--- src/rtl/ele_pkg.sv ---
// Shared types and constants for the echoing line editor.
`default_nettype none

package ele_pkg;

    localparam logic [7:0] CH_BS  = 8'h08;
    localparam logic [7:0] CH_LF  = 8'h0A;
    localparam logic [7:0] CH_CR  = 8'h0D;
    localparam logic [7:0] CH_SP  = 8'h20;
    localparam logic [7:0] CH_DEL = 8'h7F;

    localparam logic [8:0] BUFFER_SIZE_RESET = 9'd64;

    // Kind of work one accepted byte turns into.
    typedef enum logic [3:0] {
        KIND_DROP    = 4'b0001,
        KIND_NEWLINE = 4'b0010,
        KIND_ERASE   = 4'b0100,
        KIND_CHAR    = 4'b1000
    } kind_t;

    // Everything the emitter needs to produce the results of one byte.
    typedef struct packed {
        kind_t      kind;
        logic [7:0] data;
        logic [7:0] index;
        logic       done;
        logic [7:0] length;
    } plan_t;

endpackage

`default_nettype wire

--- src/rtl/ele_decode.sv ---
// Decodes one received byte against the line count and capacity.
`default_nettype none

module ele_decode (
    input  wire logic [7:0]    rx_byte,
    input  wire logic [7:0]    char_count,
    input  wire logic [8:0]    buffer_size,
    output ele_pkg::plan_t     plan,
    output logic               plan_valid,
    output logic [7:0]         count_next
);

    logic [7:0] limit;
    logic [7:0] count_inc;

    always_comb
    begin
        if (buffer_size[8])
            limit = 8'd255;
        else if (buffer_size[7:0] == 8'd0)
            limit = 8'd0;
        else
            limit = buffer_size[7:0] - 8'd1;
    end

    assign count_inc = char_count + 8'd1;

    always_comb
    begin
        plan.kind   = ele_pkg::KIND_CHAR;
        plan.data   = rx_byte;
        plan.index  = char_count;
        plan.done   = 1'b0;
        plan.length = 8'd0;
        plan_valid  = 1'b1;
        count_next  = char_count;

        if (char_count >= limit) begin
            // The line is already full: the byte is dropped and the line ends.
            plan.kind   = ele_pkg::KIND_DROP;
            plan.done   = 1'b1;
            plan.length = char_count;
            count_next  = 8'd0;
        end else if (rx_byte == ele_pkg::CH_CR || rx_byte == ele_pkg::CH_LF) begin
            plan.kind   = ele_pkg::KIND_NEWLINE;
            plan.done   = 1'b1;
            plan.length = char_count;
            count_next  = 8'd0;
        end else if (rx_byte == ele_pkg::CH_BS || rx_byte == ele_pkg::CH_DEL) begin
            plan.kind = ele_pkg::KIND_ERASE;
            if (char_count == 8'd0)
                plan_valid = 1'b0;
            else
                count_next = char_count - 8'd1;
        end else if (count_inc >= limit) begin
            plan.done   = 1'b1;
            plan.length = count_inc;
            count_next  = 8'd0;
        end else begin
            count_next = count_inc;
        end
    end

endmodule

`default_nettype wire

--- src/rtl/ele_emitter.sv ---
// Holds the plan of one byte and emits its result transactions one per cycle while the output does not stall.
`default_nettype none

module ele_emitter (
    input  wire logic              clk,
    input  wire logic              rst_n,
    input  wire logic              accept,
    input  wire ele_pkg::plan_t    plan,
    input  wire logic              plan_valid,
    output logic                   in_stall,
    output logic                   out_valid,
    input  wire logic              out_stall,
    output logic                   echo_valid,
    output logic [7:0]             echo_byte,
    output logic                   store_valid,
    output logic [7:0]             store_index,
    output logic [7:0]             store_byte,
    output logic                   line_done,
    output logic [7:0]             line_length,
    output logic                   last
);

    logic           busy_reg;
    logic           busy_next;
    logic [1:0]     beat_reg;
    logic [1:0]     beat_next;
    ele_pkg::plan_t plan_reg;
    logic           out_fire;

    assign out_valid = busy_reg;
    assign out_fire  = busy_reg && !out_stall;
    assign in_stall  = busy_reg && !(out_fire && last);

    always_comb
    begin
        echo_valid  = 1'b0;
        echo_byte   = 8'd0;
        store_valid = 1'b0;
        store_index = 8'd0;
        store_byte  = 8'd0;
        line_done   = 1'b0;
        line_length = 8'd0;
        last        = 1'b0;
        case (plan_reg.kind)
            ele_pkg::KIND_DROP:
            begin
                line_done   = 1'b1;
                line_length = plan_reg.length;
                last        = 1'b1;
            end
            ele_pkg::KIND_NEWLINE:
            begin
                echo_valid = 1'b1;
                if (beat_reg == 2'd0) begin
                    echo_byte = ele_pkg::CH_CR;
                end else begin
                    echo_byte   = ele_pkg::CH_LF;
                    line_done   = 1'b1;
                    line_length = plan_reg.length;
                    last        = 1'b1;
                end
            end
            ele_pkg::KIND_ERASE:
            begin
                echo_valid = 1'b1;
                if (beat_reg == 2'd1) begin
                    echo_byte = ele_pkg::CH_SP;
                end else begin
                    echo_byte = ele_pkg::CH_BS;
                end
                last = (beat_reg == 2'd2);
            end
            ele_pkg::KIND_CHAR:
            begin
                echo_valid  = 1'b1;
                echo_byte   = plan_reg.data;
                store_valid = 1'b1;
                store_index = plan_reg.index;
                store_byte  = plan_reg.data;
                line_done   = plan_reg.done;
                line_length = plan_reg.length;
                last        = 1'b1;
            end
            default:
            begin
                last = 1'b1;
            end
        endcase
    end

    always_comb
    begin
        busy_next = busy_reg;
        beat_next = beat_reg;
        if (out_fire) begin
            if (last)
                busy_next = 1'b0;
            else
                beat_next = beat_reg + 2'd1;
        end
        if (accept && plan_valid) begin
            busy_next = 1'b1;
            beat_next = 2'd0;
        end
    end

    always_ff @(posedge clk or negedge rst_n)
    begin
        if (!rst_n) begin
            busy_reg <= 1'b0;
            beat_reg <= 2'd0;
        end else begin
            busy_reg <= busy_next;
            beat_reg <= beat_next;
        end
    end

    always_ff @(posedge clk)
    begin
        if (accept && plan_valid)
            plan_reg <= plan;
    end

endmodule

`default_nettype wire

--- src/rtl/echoing_line_editor.sv ---
// Top level of the echoing line editor: count and capacity registers, decode and emitter.
// A result transaction is presented in the cycle after its byte is accepted.
// An ordinary byte yields one transaction, a newline two, an erase three; an
// erase on an empty line yields no transaction.
// The emitter has a single plan register, so the next byte is taken in the same
// cycle as the last transaction of the current one.
// Reset clears the line count, empties the emitter and sets buffer_size to 64.
`default_nettype none

module echoing_line_editor (
    input  wire logic       clk,
    input  wire logic       rst_n,
    input  wire logic       cfg_we,
    input  wire logic [8:0] cfg_data,
    input  wire logic       in_valid,
    output logic            in_stall,
    input  wire logic [7:0] rx_byte,
    output logic            out_valid,
    input  wire logic       out_stall,
    output logic            echo_valid,
    output logic [7:0]      echo_byte,
    output logic            store_valid,
    output logic [7:0]      store_index,
    output logic [7:0]      store_byte,
    output logic            line_done,
    output logic [7:0]      line_length,
    output logic            last
);

    // Capacity register; the user must write it only while idle, the block does not enforce this.
    logic [8:0]     buffer_size_reg;
    // Number of characters in the line being edited.
    logic [7:0]     char_count_reg;
    logic [7:0]     char_count_next;
    ele_pkg::plan_t plan;
    logic           plan_valid;
    logic           accept;

    // A byte is taken whenever the emitter is empty or is finishing its last transaction.
    assign accept = in_valid && !in_stall;

    always_ff @(posedge clk or negedge rst_n)
    begin
        if (!rst_n) begin
            buffer_size_reg <= ele_pkg::BUFFER_SIZE_RESET;
        end else if (cfg_we) begin
            buffer_size_reg <= cfg_data;
        end
    end

    // The count moves as soon as a byte is accepted, so the following byte sees it
    // even while earlier echo transactions are still waiting at the output.
    always_ff @(posedge clk or negedge rst_n)
    begin
        if (!rst_n) begin
            char_count_reg <= 8'd0;
        end else if (accept) begin
            char_count_reg <= char_count_next;
        end
    end

    ele_decode u_decode (
        .rx_byte     (rx_byte),
        .char_count  (char_count_reg),
        .buffer_size (buffer_size_reg),
        .plan        (plan),
        .plan_valid  (plan_valid),
        .count_next  (char_count_next)
    );

    ele_emitter u_emitter (
        .clk         (clk),
        .rst_n       (rst_n),
        .accept      (accept),
        .plan        (plan),
        .plan_valid  (plan_valid),
        .in_stall    (in_stall),
        .out_valid   (out_valid),
        .out_stall   (out_stall),
        .echo_valid  (echo_valid),
        .echo_byte   (echo_byte),
        .store_valid (store_valid),
        .store_index (store_index),
        .store_byte  (store_byte),
        .line_done   (line_done),
        .line_length (line_length),
        .last        (last)
    );

endmodule

`default_nettype wire

--- config.mk ---
export PLATFORM = sky130hd
export DESIGN_NAME = echoing_line_editor
export DESIGN_NICKNAME = d
export VERILOG_FILES = /design/src/rtl/ele_pkg.sv /design/src/rtl/ele_decode.sv /design/src/rtl/ele_emitter.sv /design/src/rtl/echoing_line_editor.sv
export SDC_FILE = /design/constraint.sdc
export NUM_CORES = 1
export LEC_CHECK = 0
export BUFFER_PORTS_ARGS = -buffer_cell sky130_fd_sc_hd__clkbuf_2
export CAP_MARGIN = 30
export CORE_AREA = 2 2 95 70
export CTS_BUF_LIST = sky130_fd_sc_hd__clkbuf_4 sky130_fd_sc_hd__clkbuf_8 sky130_fd_sc_hd__clkbuf_16
export DETAILED_ROUTE_END_ITERATION = 10
export DIE_AREA = 0 0 97 72
export HOLD_SLACK_MARGIN = 0.03
export PLACE_DENSITY_LB_ADDON = 0.15
export RECOVER_POWER = 100
export SLEW_MARGIN = 20
export SYNTH_ARGS = -nofsm -noshare
export SYNTH_HDL_FRONTEND = slang
export SYNTH_HIERARCHICAL = 1
export SYNTH_SLANG_ARGS = --single-unit
export TNS_END_PERCENT = 20
--- constraint.sdc ---
create_clock -name clk -period 8.5 [get_ports clk]
set_input_delay 0.425 -clock clk [delete_from_list [all_inputs] [get_ports clk]]
set_output_delay 0.425 -clock clk [all_outputs]
set_load 0.01 [all_outputs]
==> results summary <==
The run finished, with violations left. The checks that failed: max-capacitance violations, max-slew violations. The maximum number of pins on one net before global-route repair is 22.

The delay of the slowest cell on the worst path is around 2.5 ns. The number of max-capacitance violations reported came out at 1. The clock tree from TritonCTS is built. The initial DRC count came out at between 150 and 200.

The critical path's most frequent cell is sky130_fd_sc_hd__ha_1. The number of sinks handled by clock tree synthesis came out at slightly below 50. After the last flow step, the layout net total stands at about 430. The H-tree was split into 2 levels. The setup TNS came out at 0 ns. Of the available clock period, the critical path in the final layout requires 65.0%. The initial antenna violation count is 0. The count of distinct cell types in the synthesized netlist is between 70 and 80.

The total of cells resized after clock tree synthesis is 0. In this run the clock root is driven by a sky130_fd_sc_hd__clkbuf_8. STA classifies the critical path startpoint as a flop. In this design, the largest share of critical-path delay is due to compound AO/OA/AOI/OAI gates. The maximum achievable frequency is approximately 180 MHz. The quantity of hold-fixing buffers added after cts came out at 0. The leading register cell type out of synthesis is sky130_fd_sc_hd__edfxtp_1.

The die area is 0.00698 sq mm. The detailed-placement wirelength estimate came out at ~5700 um. The share of the synthesized area in the top cell type is a little under a quarter.

The number of buffers created by CTS came out at 5. For this run, design rule violations remaining after detail routing come to 0. For the worst-skew pair, the clock arrives at the later sink with an insertion delay of around 0.3 ns. The floorplan has 24 rows. The proportion of layout cells with a drive suffix above 1 came out at between 10% and 20%. The number of antenna repair diodes is 0.

In this run, flip-flops and latches consume between 40% and 50% of the power. Of the total power, the clock network draws approximately a fifth. The share of async-settable or async-resettable flops after synthesis is a little over 40%. The flip-flop and latch count after synthesis is 49. The count of flip-flops with a built-in enable after synthesis came out at 29.

The tightest min-delay check is of the primary input to asynchronous set/reset pin type. The net count after synthesis came out at 398. Counting both buffers and inverters, the worst setup path holds a total of 1.

By count the netlist is led by sky130_fd_sc_hd__edfxtp_1, sky130_fd_sc_hd__nand2_1, sky130_fd_sc_hd__ha_1. Once routing completed, OpenROAD measured the worst setup slack at 2.98 ns. STA classifies the critical path endpoint as a flop. In the post-synthesis netlist, the biggest area contributors are sky130_fd_sc_hd__edfxtp_1, sky130_fd_sc_hd__dfrtp_1, sky130_fd_sc_hd__ha_1, sky130_fd_sc_hd__buf_4, sky130_fd_sc_hd__mux2_4.

The die extent in y came out at around 72 um. The post-CTS setup buffer count is 0. The reported net switching power is around 330 uW. The synthesized area divided by synthesized cell count came out at slightly above 10 sq um. The first detailed-routing pass ran for 5 iterations. The cell internal power dissipation is 520 uW. The cell type contributing the most total cell area after synthesis is sky130_fd_sc_hd__edfxtp_1.

The final RePlAce weighted congestion is 1.01. The per-cell via count in the routed design came out at 5.91. The total global routing track utilization came out at between 20% and 30%.

The cell area after synthesis is ~0.0036 sq mm. The count of yosys warnings during synthesis is 6. The die is 97 um wide.

For the pin with the worst max-slew slack, the measured transition is approximately 3.1 ns. Setup repair after global routing left no endpoint under its margin. The growth of design area from synthesis to finish is 4.05%. The sequential cell area fraction in the yosys report is 37.7%.

The routed wire length per instance came out at between 15 and 20 um. The total power per unit cell area came out at between 200 and 250 mW/mm^2. The slack of the worst reg-to-reg path came out at between 2 and 3 ns.

For the finished layout, the period the worst path requires is 5.52 ns. The register clock-pin slew on the reported worst setup and hold paths came out at around 0.09 ns. Traced cell by cell, the critical path runs through inv_1 -> ha_1 -> nor2b_1 -> nand3_1 -> a21o_1 -> ha_1 -> nand2b_1 -> a2111oi_0 -> o31a_1 -> o311ai_0 -> nor4_1 -> mux2_1. The standard cell core area is 0.00604 sq mm. The leakage power is between 0.001 and 0.0015 uW. The most common cell in the synthesized netlist is sky130_fd_sc_hd__edfxtp_1. Summed over all layers, the global routing overflow is 0. The total I/O pin count came out at 60. At the worst endpoint, the required time is roughly 8.7 ns. The post-route cell area came out at 0.00379 sq mm. The tightest slew margin relative to the limit is -112%. For this configuration, the core starts out at a cell density of 60.3%. The final-report max-slew violation count is 17.

The maximum number of buffers from clock root to sink is 2. The net switching share of the total power is 38.5%. The post-route clock skew is 0.00482 ns. The post-detailed-placement cell area is roughly 0.0038 sq mm. The worst voltage drop across the vdd grid is roughly 170 uV. Data on the critical path arrives at its endpoint at approximately 5.7 ns.

Setup violations remaining at the end of the flow were counted as 0. The first global-routing pass estimated roughly 13000 um of wire. The post-placement worst setup slack is between 4 and 5 ns. The count of final hold-check violations came out at 0. The utilization after layout is a little over three fifths. Port buffering added 59 buffers. The post-synthesis cell count is between 300 and 400. The total length of routed wires is 7790 um. The post-route antenna net violation count is 0.

The worst setup path is of the flop to flop kind. The flip-flop count of the largest register, all copies and words added came out at 29. The largest individual stage delay along the critical path comes from the cell sky130_fd_sc_hd__o311ai_0. The logic gate share of total power is a little over a third. The total power after layout came out at between 800 and 900 uW.

The detailed-route via count is 2747. The via count of the first global-routing pass is 2506. The highest fanout seen on the critical path came out at 16.
[through the flow]
stage / hold slack (ns) / cells
after floorplan: 0.129 / 355
after global placement: 0.433 / 456
after detailed placement: 0.440 / 457
after CTS: 0.107 / 465
after global routing: 0.339 / 465
final: 0.343 / 465
[logic make-up (layout without fill, tap and decap cells)]
group	Yosys count	count (layout)	synth area share, %
simple gates	127	127	20.1
compound gates	73	73	16.4
fa+ha+maj	22	22	7.49
flops	49	49	37.7
mux	19	19	6.63
xor+xnor	13	13	3.13
buf+inv	52	84	8.59
[routing by layer]
layer,part of all wire [%],up-vias,GRT usage [%]
met5,0,-,0
met4,1.0,0,6.57
met3,7.1,7,4.82
met2,43,115,33.7
met1,49,1286,34.8
li1,-,1339,-
[power by group through the flow]
stage	Sequential (uW)	Combinational, uW	Clock, uW
after floorplan	328	309	0
after global placement	373	317	0
after detailed placement	374	329	0
after CTS	370	333	170
after global routing	380	347	182
final	371	309	167
[final cells by class]
class                           count  area [sq um]
Sequential cell                    49          1370
Clock buffer                        5          68.8
Multi-Input combinational cell    254          1880
Clock inverter                      3          43.8
Timing Repair Buffer               60           263
Fill cell                         547          2250
Tap cell                           78          97.6
Inverter                           16          60.1
[path summary, 6_finish.rpt]
| path | depth (start not counted) | to | startpoint |
|---|---|---|---|
| max in group asynchronous | 1 | char_count_reg[4]$_DFFE_PN0P_ | rst_n |
| worst min-delay path | 1 | buffer_size_reg[3]$_DFFE_PN0P_ | rst_n |
| min in group clk | 1 | u_emitter/plan_reg[24]$_DFFE_PP_ | rx_byte[7] |
| worst max-delay path | 12 | char_count_reg[2]$_DFFE_PN0P_ | buffer_size_reg[0]$_DFFE_PN0P_ |
| worst max register to register | 12 | char_count_reg[2]$_DFFE_PN0P_ | buffer_size_reg[0]$_DFFE_PN0P_ |
| worst min register to register | 1 | buffer_size_reg[0]$_DFFE_PN0P_ | buffer_size_reg[0]$_DFFE_PN0P_ |
[cells in the final DEF, fill, tap and decap left out, types with 2 or more instances in the layout]
cell type                   count
sky130_fd_sc_hd__or3b_1         2
sky130_fd_sc_hd__clkbuf_2      30
sky130_fd_sc_hd__mux2i_1        2
sky130_fd_sc_hd__ha_1          21
sky130_fd_sc_hd__dfrtp_1       19
sky130_fd_sc_hd__nand4b_1       3
sky130_fd_sc_hd__xor2_1         7
sky130_fd_sc_hd__and2_0        17
sky130_fd_sc_hd__nand3_1        8
sky130_fd_sc_hd__nor2b_1        3
sky130_fd_sc_hd__nand2_1       24
sky130_fd_sc_hd__nand3b_1       8
sky130_fd_sc_hd__a2111oi_2      3
sky130_fd_sc_hd__nor2_1        18
sky130_fd_sc_hd__clkbuf_1      30
sky130_fd_sc_hd__mux2_1         8
sky130_fd_sc_hd__o22ai_1        2
sky130_fd_sc_hd__o21ai_0       10
sky130_fd_sc_hd__nor3b_1        9
sky130_fd_sc_hd__a211oi_1       4
sky130_fd_sc_hd__nor4_1         2
sky130_fd_sc_hd__clkbuf_8       5
sky130_fd_sc_hd__nand2b_1      11
sky130_fd_sc_hd__or2_2          2
sky130_fd_sc_hd__inv_1         16
sky130_fd_sc_hd__edfxtp_1      29
sky130_fd_sc_hd__a21o_1         3
sky130_fd_sc_hd__nor3_1         9
sky130_fd_sc_hd__xnor2_1        6
sky130_fd_sc_hd__o211ai_1       8
sky130_fd_sc_hd__or3_1          3
sky130_fd_sc_hd__a31oi_1        2
sky130_fd_sc_hd__a311oi_1       4
sky130_fd_sc_hd__a21oi_1       17
sky130_fd_sc_hd__mux2_2         9
sky130_fd_sc_hd__and2_1         2
(Power assumes the default switching activity.)
